## config.mk

```make
export PLATFORM = sky130hd
export DESIGN_NAME = lcd_mode_line_timer_unit_flat
export DESIGN_NICKNAME = d
export VERILOG_FILES = /design/src/rtl/core/lmlt_pkg.sv /design/src/rtl/core/lmlt_ifs.sv /design/src/rtl/core/lmlt_cfg_regs.sv /design/src/rtl/core/lmlt_step.sv /design/src/rtl/core/lcd_mode_line_timer_unit.sv /design/src/flat_wrapper.sv
export SDC_FILE = /design/constraint.sdc
export NUM_CORES = 1
export LEC_CHECK = 0
export CAP_MARGIN = 30
export CORE_ASPECT_RATIO = 1.4
export CORE_UTILIZATION = 70
export CTS_BUF_LIST = sky130_fd_sc_hd__clkbuf_4 sky130_fd_sc_hd__clkbuf_8 sky130_fd_sc_hd__clkbuf_16
export CTS_CLUSTER_DIAMETER = 50
export CTS_CLUSTER_SIZE = 40
export DETAILED_ROUTE_END_ITERATION = 12
export DONT_BUFFER_PORTS = 1
export GPL_ROUTABILITY_DRIVEN = 0
export MAX_ROUTING_LAYER = met4
export PLACE_DENSITY = 0.86
export SYNTH_ARGS = -nofsm -noshare
export SYNTH_HDL_FRONTEND = slang
export SYNTH_SLANG_ARGS = --single-unit
export TNS_END_PERCENT = 30
```

## constraint.sdc

```tcl
create_clock -name clk -period 9 [get_ports clk]
set_clock_uncertainty 0.2 [all_clocks]
set_input_delay 0.45 -clock clk [delete_from_list [all_inputs] [get_ports clk]]
set_output_delay 0.45 -clock clk [all_outputs]
set_load 0.01 [all_outputs]
```

## src/rtl/core/lmlt_pkg.sv

```systemverilog
// Shared types and constants for the LCD mode and line timer.
// No dependencies; every other file of the block uses this package.
package lmlt_pkg;

	// display modes, encoded as the status register reports them
	typedef enum logic [1:0] {
		PHASE_HBLANK = 2'd0,
		PHASE_VBLANK = 2'd1,
		PHASE_OAM    = 2'd2,
		PHASE_VRAM   = 2'd3
	} mode_t;

	// configuration register indexes
	typedef enum logic [2:0] {
		REG_LCD_ENABLE   = 3'd0,
		REG_LINE_COMPARE = 3'd1,
		REG_COINC_IRQ_EN = 3'd2,
		REG_OAM_IRQ_EN   = 3'd3,
		REG_HBLANK_IRQ_EN = 3'd4,
		REG_VBLANK_IRQ_EN = 3'd5
	} reg_idx_t;

	localparam int unsigned ElapsedW = 6;
	localparam int unsigned DotW     = 10;
	localparam int unsigned LineW    = 8;
	localparam int unsigned CfgIdxW  = 3;
	localparam int unsigned CfgDataW = 8;

	localparam logic [DotW-1:0]  DOTS_OAM     = 10'd80;
	localparam logic [DotW-1:0]  DOTS_VRAM    = 10'd172;
	localparam logic [DotW-1:0]  DOTS_HBLANK  = 10'd204;
	localparam logic [DotW-1:0]  DOTS_LINE    = 10'd456;
	localparam logic [LineW-1:0] LAST_VISIBLE = 8'd143;
	localparam logic [LineW-1:0] LAST_LINE    = 8'd153;

	// configuration register file contents
	typedef struct packed {
		logic             lcd_enable;
		logic [LineW-1:0] line_compare;
		logic             coinc_irq_en;
		logic             oam_irq_en;
		logic             hblank_irq_en;
		logic             vblank_irq_en;
	} cfg_t;

	// timing state carried from one transaction to the next
	typedef struct packed {
		logic [DotW-1:0]  dot;
		mode_t            mode;
		logic [LineW-1:0] line;
		logic             coincide;
	} timer_state_t;

	// per-transaction event flags
	typedef struct packed {
		logic vblank_irq;
		logic stat_irq;
		logic render_pulse;
	} event_flags_t;

endpackage

```

## src/rtl/core/lmlt_ifs.sv

```systemverilog
// Handshake interfaces for the LCD mode and line timer channels.
// Depends on lmlt_pkg for field widths.
interface lmlt_step_if;
	logic                              valid;
	logic                              ready;
	logic [lmlt_pkg::ElapsedW-1:0]     elapsed;
	modport source (output valid, output elapsed, input ready);
	modport sink (input valid, input elapsed, output ready);
endinterface

interface lmlt_status_if;
	logic                           valid;
	logic                           ready;
	logic [1:0]                     cur_mode;
	logic [lmlt_pkg::LineW-1:0]     cur_line;
	logic                           coincide;
	logic                           vblank_irq;
	logic                           stat_irq;
	logic                           render_pulse;
	modport source (output valid, output cur_mode, output cur_line, output coincide,
		output vblank_irq, output stat_irq, output render_pulse, input ready);
	modport sink (input valid, input cur_mode, input cur_line, input coincide,
		input vblank_irq, input stat_irq, input render_pulse, output ready);
endinterface

interface lmlt_cfg_if;
	logic                            valid;
	logic                            ready;
	logic [lmlt_pkg::CfgIdxW-1:0]    addr;
	logic [lmlt_pkg::CfgDataW-1:0]   data;
	modport source (output valid, output addr, output data, input ready);
	modport sink (input valid, input addr, input data, output ready);
endinterface

```

## src/rtl/core/lmlt_cfg_regs.sv

```systemverilog
// Configuration register file of the LCD mode and line timer.
// Depends on lmlt_pkg and the lmlt_cfg_if interface.
module lmlt_cfg_regs (
	input  logic                 clk,
	input  logic                 arst_n,
	lmlt_cfg_if.sink             cfg,
	output lmlt_pkg::cfg_t       regs
);

	lmlt_pkg::cfg_t regs_q;

	// always take writes
	assign cfg.ready = 1'b1;
	assign regs      = regs_q;

	// decode the register index; unknown indexes drop the write
	always_ff @(posedge clk or negedge arst_n) begin
		if (!arst_n) begin
			regs_q <= '0;
		end else if (cfg.valid) begin
			unique case (lmlt_pkg::reg_idx_t'(cfg.addr))
				lmlt_pkg::REG_LCD_ENABLE:    regs_q.lcd_enable    <= cfg.data[0];
				lmlt_pkg::REG_LINE_COMPARE:  regs_q.line_compare  <= cfg.data;
				lmlt_pkg::REG_COINC_IRQ_EN:  regs_q.coinc_irq_en  <= cfg.data[0];
				lmlt_pkg::REG_OAM_IRQ_EN:    regs_q.oam_irq_en    <= cfg.data[0];
				lmlt_pkg::REG_HBLANK_IRQ_EN: regs_q.hblank_irq_en <= cfg.data[0];
				lmlt_pkg::REG_VBLANK_IRQ_EN: regs_q.vblank_irq_en <= cfg.data[0];
				default: ;
			endcase
		end
	end

endmodule

```

## src/rtl/core/lmlt_step.sv

```systemverilog
// Next-state logic of the LCD mode and line timer: one dot-count step.
// Depends on lmlt_pkg.
module lmlt_step (
	input  lmlt_pkg::cfg_t                   cfg,
	input  lmlt_pkg::timer_state_t           cur,
	input  logic [lmlt_pkg::ElapsedW-1:0]    elapsed,
	output lmlt_pkg::timer_state_t           nxt,
	output lmlt_pkg::event_flags_t           flags
);

	logic [lmlt_pkg::DotW-1:0]  sum;
	logic [lmlt_pkg::LineW-1:0] line_inc;
	logic [lmlt_pkg::LineW-1:0] cmp_line;
	logic                       enter;
	lmlt_pkg::mode_t            new_mode;
	logic                       match;

	assign sum      = cur.dot + {{(lmlt_pkg::DotW-lmlt_pkg::ElapsedW){1'b0}}, elapsed};
	assign line_inc = cur.line + 8'd1;
	assign match    = (cmp_line == cfg.line_compare);

	// advance the dot counter, take at most one transition, raise events on mode entry
	always_comb begin
		nxt      = cur;
		flags    = '0;
		enter    = 1'b0;
		new_mode = cur.mode;
		cmp_line = cur.line;
		if (cfg.lcd_enable) begin
			nxt.dot = sum;
			unique case (cur.mode)
				lmlt_pkg::PHASE_OAM: begin
					if (sum >= lmlt_pkg::DOTS_OAM) begin
						nxt.dot  = sum - lmlt_pkg::DOTS_OAM;
						enter    = 1'b1;
						new_mode = lmlt_pkg::PHASE_VRAM;
					end
				end
				lmlt_pkg::PHASE_VRAM: begin
					if (sum >= lmlt_pkg::DOTS_VRAM) begin
						nxt.dot            = sum - lmlt_pkg::DOTS_VRAM;
						enter              = 1'b1;
						new_mode           = lmlt_pkg::PHASE_HBLANK;
						flags.render_pulse = 1'b1;
					end
				end
				lmlt_pkg::PHASE_HBLANK: begin
					if (sum >= lmlt_pkg::DOTS_HBLANK) begin
						nxt.dot  = sum - lmlt_pkg::DOTS_HBLANK;
						nxt.line = line_inc;
						cmp_line = line_inc;
						enter    = 1'b1;
						new_mode = (cur.line == lmlt_pkg::LAST_VISIBLE) ?
							lmlt_pkg::PHASE_VBLANK : lmlt_pkg::PHASE_OAM;
					end
				end
				lmlt_pkg::PHASE_VBLANK: begin
					if (sum >= lmlt_pkg::DOTS_LINE) begin
						nxt.dot  = sum - lmlt_pkg::DOTS_LINE;
						nxt.line = line_inc;
						// leaving the last line: compare sees one past it, then wrap
						if (cur.line == lmlt_pkg::LAST_LINE) begin
							cmp_line = line_inc;
							enter    = 1'b1;
							new_mode = lmlt_pkg::PHASE_OAM;
							nxt.line = '0;
						end
					end
				end
				default: ;
			endcase
			if (enter) begin
				nxt.mode     = new_mode;
				nxt.coincide = match;
				flags.stat_irq = (match && cfg.coinc_irq_en)
					|| (new_mode == lmlt_pkg::PHASE_OAM && cfg.oam_irq_en)
					|| (new_mode == lmlt_pkg::PHASE_HBLANK && cfg.hblank_irq_en)
					|| (new_mode == lmlt_pkg::PHASE_VBLANK && cfg.vblank_irq_en);
				flags.vblank_irq = (new_mode == lmlt_pkg::PHASE_VBLANK);
			end
		end
	end

endmodule

```

## src/rtl/core/lcd_mode_line_timer_unit.sv

```systemverilog
// Top level of the LCD mode and line timer: input stage, timing state, result register.
// Depends on lmlt_pkg, the lmlt interfaces, lmlt_cfg_regs and lmlt_step.
//
//   channel  role    payload
//   step     sink    elapsed (6b)
//   status   source  cur_mode, cur_line, coincide, vblank_irq, stat_irq, render_pulse
//   cfg      sink    addr (3b), data (8b); always ready
//
// A transaction enters the input stage, and its result is registered into the status
// register when the input stage moves on; one transaction per cycle is sustained while
// status does not stall. The step logic between the input stage and the timing state
// is combinational. A stall on status holds the result register and the input stage;
// step takes a new transaction whenever the input stage is empty or moves on. Reset clears
// the timing state, configuration and valid flags to idle values with no clearing pass.
module lcd_mode_line_timer_unit (
	input  logic            clk,
	input  logic            arst_n,
	lmlt_step_if.sink       step,
	lmlt_status_if.source   status,
	lmlt_cfg_if.sink        cfg
);

	lmlt_pkg::cfg_t                    regs;
	lmlt_pkg::timer_state_t            state_q;
	lmlt_pkg::timer_state_t            state_nxt;
	lmlt_pkg::event_flags_t            flags;
	logic                              valid_s1;
	logic [lmlt_pkg::ElapsedW-1:0]     elapsed_s1;
	logic                              out_valid_q;
	lmlt_pkg::timer_state_t            out_state_q;
	lmlt_pkg::event_flags_t            out_flags_q;
	logic                              advance;

	lmlt_cfg_regs u_cfg (
		.clk    (clk),
		.arst_n (arst_n),
		.cfg    (cfg),
		.regs   (regs)
	);

	lmlt_step u_step (
		.cfg     (regs),
		.cur     (state_q),
		.elapsed (elapsed_s1),
		.nxt     (state_nxt),
		.flags   (flags)
	);

	// the input stage moves on when the result register is free or being drained
	assign advance    = valid_s1 && (!out_valid_q || status.ready);
	assign step.ready = !valid_s1 || advance;

	// hold the accepted transaction
	always_ff @(posedge clk or negedge arst_n) begin
		if (!arst_n) begin
			valid_s1 <= 1'b0;
		end else if (step.ready) begin
			valid_s1 <= step.valid;
		end
	end

	always_ff @(posedge clk) begin
		if (step.valid && step.ready) begin
			elapsed_s1 <= step.elapsed;
		end
	end

	// commit the timing state as each transaction completes
	always_ff @(posedge clk or negedge arst_n) begin
		if (!arst_n) begin
			state_q <= '{dot: '0, mode: lmlt_pkg::PHASE_HBLANK, line: '0, coincide: 1'b0};
		end else if (advance) begin
			state_q <= state_nxt;
		end
	end

	// result register
	always_ff @(posedge clk or negedge arst_n) begin
		if (!arst_n) begin
			out_valid_q <= 1'b0;
		end else if (advance) begin
			out_valid_q <= 1'b1;
		end else if (status.ready) begin
			out_valid_q <= 1'b0;
		end
	end

	always_ff @(posedge clk) begin
		if (advance) begin
			out_state_q <= state_nxt;
			out_flags_q <= flags;
		end
	end

	assign status.valid        = out_valid_q;
	assign status.cur_mode     = out_state_q.mode;
	assign status.cur_line     = out_state_q.line;
	assign status.coincide     = out_state_q.coincide;
	assign status.vblank_irq   = out_flags_q.vblank_irq;
	assign status.stat_irq     = out_flags_q.stat_irq;
	assign status.render_pulse = out_flags_q.render_pulse;

	// dot counter stays below a full line
	a_dot_bound: assert property (@(posedge clk) disable iff (!arst_n)
		state_q.dot < lmlt_pkg::DOTS_LINE)
		else $error("dot counter out of range");

	// stored line never reaches one past the last line
	a_line_bound: assert property (@(posedge clk) disable iff (!arst_n)
		state_q.line <= lmlt_pkg::LAST_LINE)
		else $error("line counter out of range");

	// a render pulse is reported only on entry to hblank
	a_render_mode: assert property (@(posedge clk) disable iff (!arst_n)
		advance && flags.render_pulse |=> out_state_q.mode == lmlt_pkg::PHASE_HBLANK)
		else $error("render pulse outside hblank entry");

	// a vblank interrupt comes with vblank mode on line 144
	a_vblank_mode: assert property (@(posedge clk) disable iff (!arst_n)
		out_valid_q && out_flags_q.vblank_irq |->
		out_state_q.mode == lmlt_pkg::PHASE_VBLANK && out_state_q.line == 8'd144)
		else $error("vblank interrupt without vblank entry");

endmodule

```

## src/flat_wrapper.sv

```systemverilog
// flat-port wrapper written by rule: the top's interface ports become plain ports
module lcd_mode_line_timer_unit_flat 
  (clk, arst_n, step_valid, step_elapsed, step_ready, status_valid, status_cur_mode, status_cur_line, status_coincide, status_vblank_irq, status_stat_irq, status_render_pulse, status_ready, cfg_valid, cfg_addr, cfg_data, cfg_ready);
  lmlt_step_if step_i ();
  lmlt_status_if status_i ();
  lmlt_cfg_if cfg_i ();
  input  logic clk;
  input  logic arst_n;
  input wire logic [$bits(step_i.valid)-1:0] step_valid;
  input wire logic [$bits(step_i.elapsed)-1:0] step_elapsed;
  output wire logic [$bits(step_i.ready)-1:0] step_ready;
  output wire logic [$bits(status_i.valid)-1:0] status_valid;
  output wire logic [$bits(status_i.cur_mode)-1:0] status_cur_mode;
  output wire logic [$bits(status_i.cur_line)-1:0] status_cur_line;
  output wire logic [$bits(status_i.coincide)-1:0] status_coincide;
  output wire logic [$bits(status_i.vblank_irq)-1:0] status_vblank_irq;
  output wire logic [$bits(status_i.stat_irq)-1:0] status_stat_irq;
  output wire logic [$bits(status_i.render_pulse)-1:0] status_render_pulse;
  input wire logic [$bits(status_i.ready)-1:0] status_ready;
  input wire logic [$bits(cfg_i.valid)-1:0] cfg_valid;
  input wire logic [$bits(cfg_i.addr)-1:0] cfg_addr;
  input wire logic [$bits(cfg_i.data)-1:0] cfg_data;
  output wire logic [$bits(cfg_i.ready)-1:0] cfg_ready;
  assign step_i.valid = step_valid;
  assign step_i.elapsed = step_elapsed;
  assign step_ready = step_i.ready;
  assign status_valid = status_i.valid;
  assign status_cur_mode = status_i.cur_mode;
  assign status_cur_line = status_i.cur_line;
  assign status_coincide = status_i.coincide;
  assign status_vblank_irq = status_i.vblank_irq;
  assign status_stat_irq = status_i.stat_irq;
  assign status_render_pulse = status_i.render_pulse;
  assign status_i.ready = status_ready;
  assign cfg_i.valid = cfg_valid;
  assign cfg_i.addr = cfg_addr;
  assign cfg_i.data = cfg_data;
  assign cfg_ready = cfg_i.ready;
  lcd_mode_line_timer_unit u_core (.clk(clk), .arst_n(arst_n), .step(step_i), .status(status_i), .cfg(cfg_i));
endmodule
```

# ---- Word-level counts from Yosys, hierarchy flattened
# Index checks and enable logic that the tools add are counted.
dict set report word_totals {
  reg_bits 56
  input_bits 22
  out_inout_bits 17
  wordCells 101
}
dict set report op_classes {
  add_sub_neg 6
  magnitude_cmp 4
  n_eq_ne 13
  mux 33
  n_reduce_logical 26
}
# op n
set ops {}
lappend ops {{two-way mux 8 bit} 6}
lappend ops {{two-way mux 10 bit} 4}
lappend ops {{case mux 10 bit (4 select lines)} 1}
lappend ops {{case mux 8 bit (2 select lines)} 2}
lappend ops {{greater-or-equal comparator 10 x 8 -> 1 bit (second input constant)} 2}
lappend ops {{subtractor 10 x 8 -> 10 bit (second input constant)} 2}
lappend ops {{AND reduction 2 bit} 9}
lappend ops {{== test 8 bit (second input constant)} 2}
lappend ops {{two-way mux 2 bit} 8}
lappend ops {{two-way mux 11 bit} 1}
lappend ops {{adder 10 x 6 -> 10 bit} 1}
lappend ops {{greater-or-equal comparator 10 x 7 -> 1 bit (second input constant)} 1}
lappend ops {{greater-or-equal comparator 10 x 9 -> 1 bit (second input constant)} 1}
lappend ops {{subtractor 10 x 7 -> 10 bit (second input constant)} 1}
lappend ops {{subtractor 10 x 9 -> 10 bit (second input constant)} 1}
lappend ops {{two-way mux 1 bit} 9}
lappend ops {{adder 8 x 1 -> 8 bit (second input constant)} 1}
lappend ops {{== test 8 bit} 1}
lappend ops {{case mux 2 bit (4 select lines)} 1}
lappend ops {{== test 2 bit (second input constant)} 3}
lappend ops {{== test 3 x 2 -> 1 bit (second input constant)} 2}
lappend ops {{== test 3 bit (second input constant)} 2}
lappend ops {{logical AND 1 bit} 6}
lappend ops {{logical OR 1 bit} 5}
lappend ops {{other kinds (7)} 10}

# ---- Longest topological paths before layout
dict set report depth {
  depth_word 10
  mapped_depth 20
}

# ---- Modules after synthesis
# A second synthesis with hierarchy kept.
dict set report unflattened {
  cells_unflattened 432
  hier_area_um2 4302.9
}
# module n_inst cells_per_inst area_each_um2 seq_area_each_um2
set by_module_without_submodules {}
lappend by_module_without_submodules {lmlt_step 1 324 2153.3 0.0}
lappend by_module_without_submodules {lcd_mode_line_timer_unit 1 73 1561.5 1176.1}
lappend by_module_without_submodules {lmlt_cfg_regs 1 35 588.1 325.3}

# ---- Least setup slack after synthesis
# No wires, ideal clock.
dict set report synth_timing {
  kind {reg-to-reg}
  from {register u_core.state_q[11] (netlist bit)}
  to {register u_core.out_flags_q, in the netlist u_core.status.stat_irq, data pin}
  setup_ns 0.261
  arrival_time_ns 3.864
  required_ns 8.539
  slack_ns 4.675
  path_stages_with_launch 21
  path_buffers 1
  cell_sequence {dfrtp_1 ha_1 inv_1 fa_1 nor2b_1 o21a_1 or3_1 and2_1 clkbuf_1 inv_1 ha_1 inv_1 a21oi_1 a21oi_1 and3_1 nor2_1 or4_1 and4b_1 a311o_1 o2111ai_2 o2bb2ai_1}
}
dict set report synth_via {
  elab_chain_len 10
  word_cells_on_any_way 33
  classes_between {add/sub: 1; order compare: 4; eq/ne: 3; mux: 16; reduce/logical: 9}
}
# element line
set synth_lines {}
lappend synth_lines {{start, declared} lcd_mode_line_timer_unit.sv:24} ;# lmlt_pkg::timer_state_t state_q;
lappend synth_lines {{start signal, assigned} lcd_mode_line_timer_unit.sv:71} ;# state_q <= '{dot: '0, mode: lmlt_pkg::PHASE_HBLANK, line: '0, coincide: 1'b0};
lappend synth_lines {{start signal, assigned} lcd_mode_line_timer_unit.sv:73} ;# state_q <= state_nxt;
lappend synth_lines {{adder 10 x 6 -> 10 bit (*)} lmlt_step.sv:18} ;# assign sum = cur.dot + {{(lmlt_pkg::DotW-lmlt_pkg::ElapsedW){1'b0}}, elapsed};
lappend synth_lines {{greater-or-equal comparator 10 x 9 -> 1 bit, or another cell as far along} lmlt_step.sv:58} ;# if (sum >= lmlt_pkg::DOTS_LINE) begin
lappend synth_lines {{two-way mux 8 bit, or another cell as far along} lmlt_step.sv:58}
lappend synth_lines {{case mux 8 bit (2 select lines) / case mux 2 bit (4 select lines) (equally long branches)} lmlt_step.sv:31} ;# unique case (cur.mode)
lappend synth_lines {{two-way mux 8 bit / two-way mux 2 bit (equally long branches)} lmlt_step.sv:29} ;# if (cfg.lcd_enable) begin
lappend synth_lines {{== test 8 bit / == test 2 bit (equally long branches)} {lmlt_step.sv:20, lmlt_step.sv:76}}
lappend synth_lines {{logical AND 1 bit (on tied branches)} {lmlt_step.sv:75, lmlt_step.sv:76}}
lappend synth_lines {{logical OR 1 bit} lmlt_step.sv:76} ;# || (new_mode == lmlt_pkg::PHASE_OAM && cfg.oam_irq_en)
lappend synth_lines {{logical OR 1 bit} lmlt_step.sv:77} ;# || (new_mode == lmlt_pkg::PHASE_HBLANK && cfg.hblank_irq_en)
lappend synth_lines {{logical OR 1 bit} lmlt_step.sv:78} ;# || (new_mode == lmlt_pkg::PHASE_VBLANK && cfg.vblank_irq_en);
lappend synth_lines {{end signal, assigned} lcd_mode_line_timer_unit.sv:91} ;# out_flags_q <= flags;
lappend synth_lines {{end, declared} lcd_mode_line_timer_unit.sv:31} ;# lmlt_pkg::event_flags_t out_flags_q;
# Mark *: on every way between the ends. The rest lies on a longest branch, timed or not. The select of a mux whose other input is x is not followed.
# A chain may end at the register's enable or synchronous reset.

# ---- Worst setup path after layout
dict set report layout_timing {
  from {register u_core.elapsed_s1[1] (netlist bit)}
  to {register u_core.out_flags_q, in the netlist u_core.status.stat_irq, data pin}
}
dict set report layout_via {
  elab_chain_len 10
  word_cells_on_any_way 33
  classes_between {add/sub: 1; order compare: 4; eq/ne: 3; mux: 16; reduce/logical: 9}
}
# element line
set layout_lines {}
lappend layout_lines {{start, declared} lcd_mode_line_timer_unit.sv:28} ;# logic [lmlt_pkg::ElapsedW-1:0] elapsed_s1;
lappend layout_lines {{start signal, assigned} lcd_mode_line_timer_unit.sv:64} ;# elapsed_s1 <= step.elapsed;
lappend layout_lines {{adder 10 x 6 -> 10 bit (*)} lmlt_step.sv:18}
lappend layout_lines {{greater-or-equal comparator 10 x 9 -> 1 bit, or another cell as far along} lmlt_step.sv:58}
lappend layout_lines {{two-way mux 8 bit, or another cell as far along} lmlt_step.sv:58}
lappend layout_lines {{case mux 8 bit (2 select lines) / case mux 2 bit (4 select lines) (equally long branches)} lmlt_step.sv:31}
lappend layout_lines {{two-way mux 8 bit / two-way mux 2 bit (equally long branches)} lmlt_step.sv:29}
lappend layout_lines {{== test 8 bit / == test 2 bit (equally long branches)} {lmlt_step.sv:20, lmlt_step.sv:76}}
lappend layout_lines {{logical AND 1 bit (on tied branches)} {lmlt_step.sv:75, lmlt_step.sv:76}}
lappend layout_lines {{logical OR 1 bit} lmlt_step.sv:76}
lappend layout_lines {{logical OR 1 bit} lmlt_step.sv:77}
lappend layout_lines {{logical OR 1 bit} lmlt_step.sv:78}
# Marked as above.

==> qor.txt <==
Status: complete, no violations
Die Ht: 92.9 µm
Design area: 0.00425 mm²
# fillers: 421
Final #Nets: 510
Path type of the worst min-delay path: primary input to flip-flop
Setup WS pre-CTS: 4330 ps
Kind of critical path: flip-flop to flip-flop
Global-route wire length before repair: 17.7 mm
Core area: 0.00561 mm²
Setup crit start kind: flip-flop
Cell-internal power: 708 µW
Crit-path cells: ha_1, a211oi_2, o21ai_1, xnor2_1, ha_1, a21oi_1, a21oi_1, and3_1, nor2_1, or4_1, and4b_1, a311o_1, o2111ai_2, o2bb2ai_1
Slew Viols, Final: 0
Synth Flop Type: dfrtp_1
Area of the die: 0.00622 mm²
Initial antenna violation count: 0
Number of flops mapped to enable cells by yosys: 20
Largest net degree at the start of global routing: 37
Worst hold slack: 23.4 ps
WL final: 10.6 mm
Antenna Diode Count: 0
Worst path max stage delay: 650 ps
Die X: 67.0 µm
CTS sink cnt: 56
Gr ovfl total: 0
Initial DRC count: 517
Max_slew headroom: 0.353
Post-synthesis sequential area ratio: 0.363
Maxcap violations: 0
Post-CTS setup buffers: 0
Final Cycle Share: 0.534
Max frequency: 0.208 GHz
Dpl hpwl: 7.71 mm
Vias/cell: 7.21
GR Util All Layers: 0.389
Distinct cell type count after synthesis: 72
P_sw: 704 µW
Cells after Synth: 482
Synthesis warning total: 0
Area Overhead vs Synth: 2.78%
TritonCTS clock tree: done
Syn nets: 523
Worst skew pair latency: 310 ps
Fraction of registers with async set/reset: 0.643
Final hold violation count: 0
Slowest stage cell, crit path: xnor2_1
Gate power share: 0.628
Clock Power Share: 0.099
Placement Rows: 32
Routed vias: 3879
Final worst setup slack: 4190 ps
Worst-path maximum fanout: 10
Count of input and output buffers: 0
Vias in the first global route: 3690
Drt first pass iters: 8
TritonCTS Buffers: 5
P per Cell Area: 332 mW/mm²
Layout cells sized above 1: 0.0617
Final number of setup-violating endpoints: 0
Post_cts resized: 0
WP data arrival: 4680 ps
Period minus WS final: 4810 ps
Drt drc: 0
WP data required: 8870 ps
Post-route setup TNS: 0 ps
Syn avg cell area: 8.58 µm²
CTS clock-pin slew for the worst setup and hold paths: 100 ps
Leak pwr: 0.00173 µW
Unrepaired setup endpoints after global routing: no
Routed len/inst: 19.7 µm
Root buffer cell: clkbuf_8
Boundary Pins: 39
Antenna Nets Post-Route: 0
Max clock buf depth: 2
Dpl cell area: 0.00413 mm²
Tot Pwr: 1410 µW
#FFs+latches synth: 56
Synth Cell Area: 0.00414 mm²
CTS H-tree depth: 2
VDD IR max: 163 µV
Setup crit end kind: flip-flop
Hold Buf Count CTS: 2
Part of the power in registers: 0.273
Actual slew at the worst max-slew pin: 961 ps
Switching Share: 0.499
Initial Util: 0.738
## layout by cell type (no fill, tap or decap), types with 11 or more instances in the layout
cell type / netlist / routed
nand2_1: 63 / 63
dfrtp_1: 36 / 36
nor2_1: 34 / 34
a21oi_1: 30 / 30
o21ai_1: 24 / 24
o21ai_0: 22 / 22
nand3_1: 20 / 20
edfxtp_1: 20 / 20
ha_1: 18 / 18
inv_1: 17 / 17
nor3_1: 14 / 14
xnor2_1: 12 / 12
mux2_2: 11 / 11
## power by group through the flow
stage	Clock [µW]	Sequential, µW	Combinational, µW
finish	140	386	887
global placement	0	385	819
detailed placement	0	388	842
global route	152	391	972
floorplan	0	359	694
CTS	141	383	853
## flip-flops by register name, indices dropped and copies added (netlist names)
name and flops:
u_core.state_q 21, u_core.u_cfg.regs 13, u_core.status.cur_line 8, u_core.elapsed_s1 6, u_core.status.cur_mode 2, u_core.status.coincide 1, u_core.status.render_pulse 1, u_core.status.stat_irq 1
u_core.status.valid 1, u_core.status.vblank_irq 1, u_core.valid_s1 1
## path summary, 6_finish.rpt
check / startpoint / endpoint / slack [ps] / cells past startpoint
worst min register to register: u_core.state_q[13] / u_core.state_q[13] / 310 / 2
max in group asynchronous: arst_n / u_core.state_q[20] / 8030 / 2
worst max-delay path: u_core.elapsed_s1[1] / u_core.status.stat_irq / 4190 / 14
worst max register to register: u_core.elapsed_s1[1] / u_core.status.stat_irq / 4190 / 14
min in group asynchronous: arst_n / u_core.u_cfg.regs[3] / 370 / 2
worst min-delay path: step_elapsed[0] / u_core.elapsed_s1[0] / 20 / 0
## per-stage QoR
step           std cells   util
2_1_floorplan        482      -
3_3_place_gp         528  0.737
3_5_place_dp         528  0.737
4_1_cts              538  0.758
5_1_grt              538  0.758
6_report             538  0.758
## kinds of logic after synthesis
group	synth area share
flip-flops	0.363
other	0.000907
buffers and inverters	0.0381
adder cells (fa/ha/maj)	0.0593
XOR/XNOR	0.0381
AND/OR/NAND/NOR	0.212
multiplexers	0.0424
AO/OA/AOI/OAI	0.246
## layout make-up
type | count | area (µm²) | area share
clock inverters | 2 | 13.8 | 0.00324
multi-input cells | 386 | 2480 | 0.583
inverters | 18 | 67.6 | 0.0159
repair buffers | 2 | 30.0 | 0.00707
well taps | 68 | 85.1 | 0.0200
flip-flops and latches | 56 | 1500 | 0.353
clock buffers | 6 | 76.3 | 0.0180
## Yosys cell counts, drive strengths merged (4+ instances only)
cell | n | area share
a21o | 5 | 0.0091
a21oi | 30 | 0.036
a221oi | 4 | 0.0085
a31oi | 6 | 0.0091
and2 | 5 | 0.0076
and3 | 7 | 0.012
buf | 5 | 0.0064
clkbuf | 17 | 0.015
dfrtp | 36 | 0.22
edfxtp | 20 | 0.15
ha | 18 | 0.054
inv | 17 | 0.015
mux2 | 12 | 0.033
mux2i | 4 | 0.0097
nand2 | 63 | 0.057
nand2b | 7 | 0.011
nand3 | 20 | 0.024
nor2 | 34 | 0.031
nor2b | 5 | 0.0076
nor3 | 15 | 0.019
o211a | 5 | 0.012
o211ai | 6 | 0.013
o21a | 6 | 0.011
o21ai | 47 | 0.058
o22ai | 5 | 0.0076
o31ai | 7 | 0.013
xnor2 | 12 | 0.025
xor2 | 6 | 0.013
## critical path: cells and delay by family, from the launching register on
kind | cells | cell delay [ps]
AO/OA/AOI/OAI | 7 | 1420
XOR/XNOR | 1 | 650
adder cells (fa/ha/maj) | 2 | 680
flip-flops | 1 | 410
AND/OR/NAND/NOR | 4 | 1210
## metal layers
metal,part of all wire,vias to the layer above,global-route usage
met1,0.37,1806,0.439
met2,0.51,248,0.633
met3,0.064,78,0.0776
met5,0,-,-
met4,0.054,0,0.215
li1,-,1747,-
No activity file was read; power rests on OpenSTA's default activity.
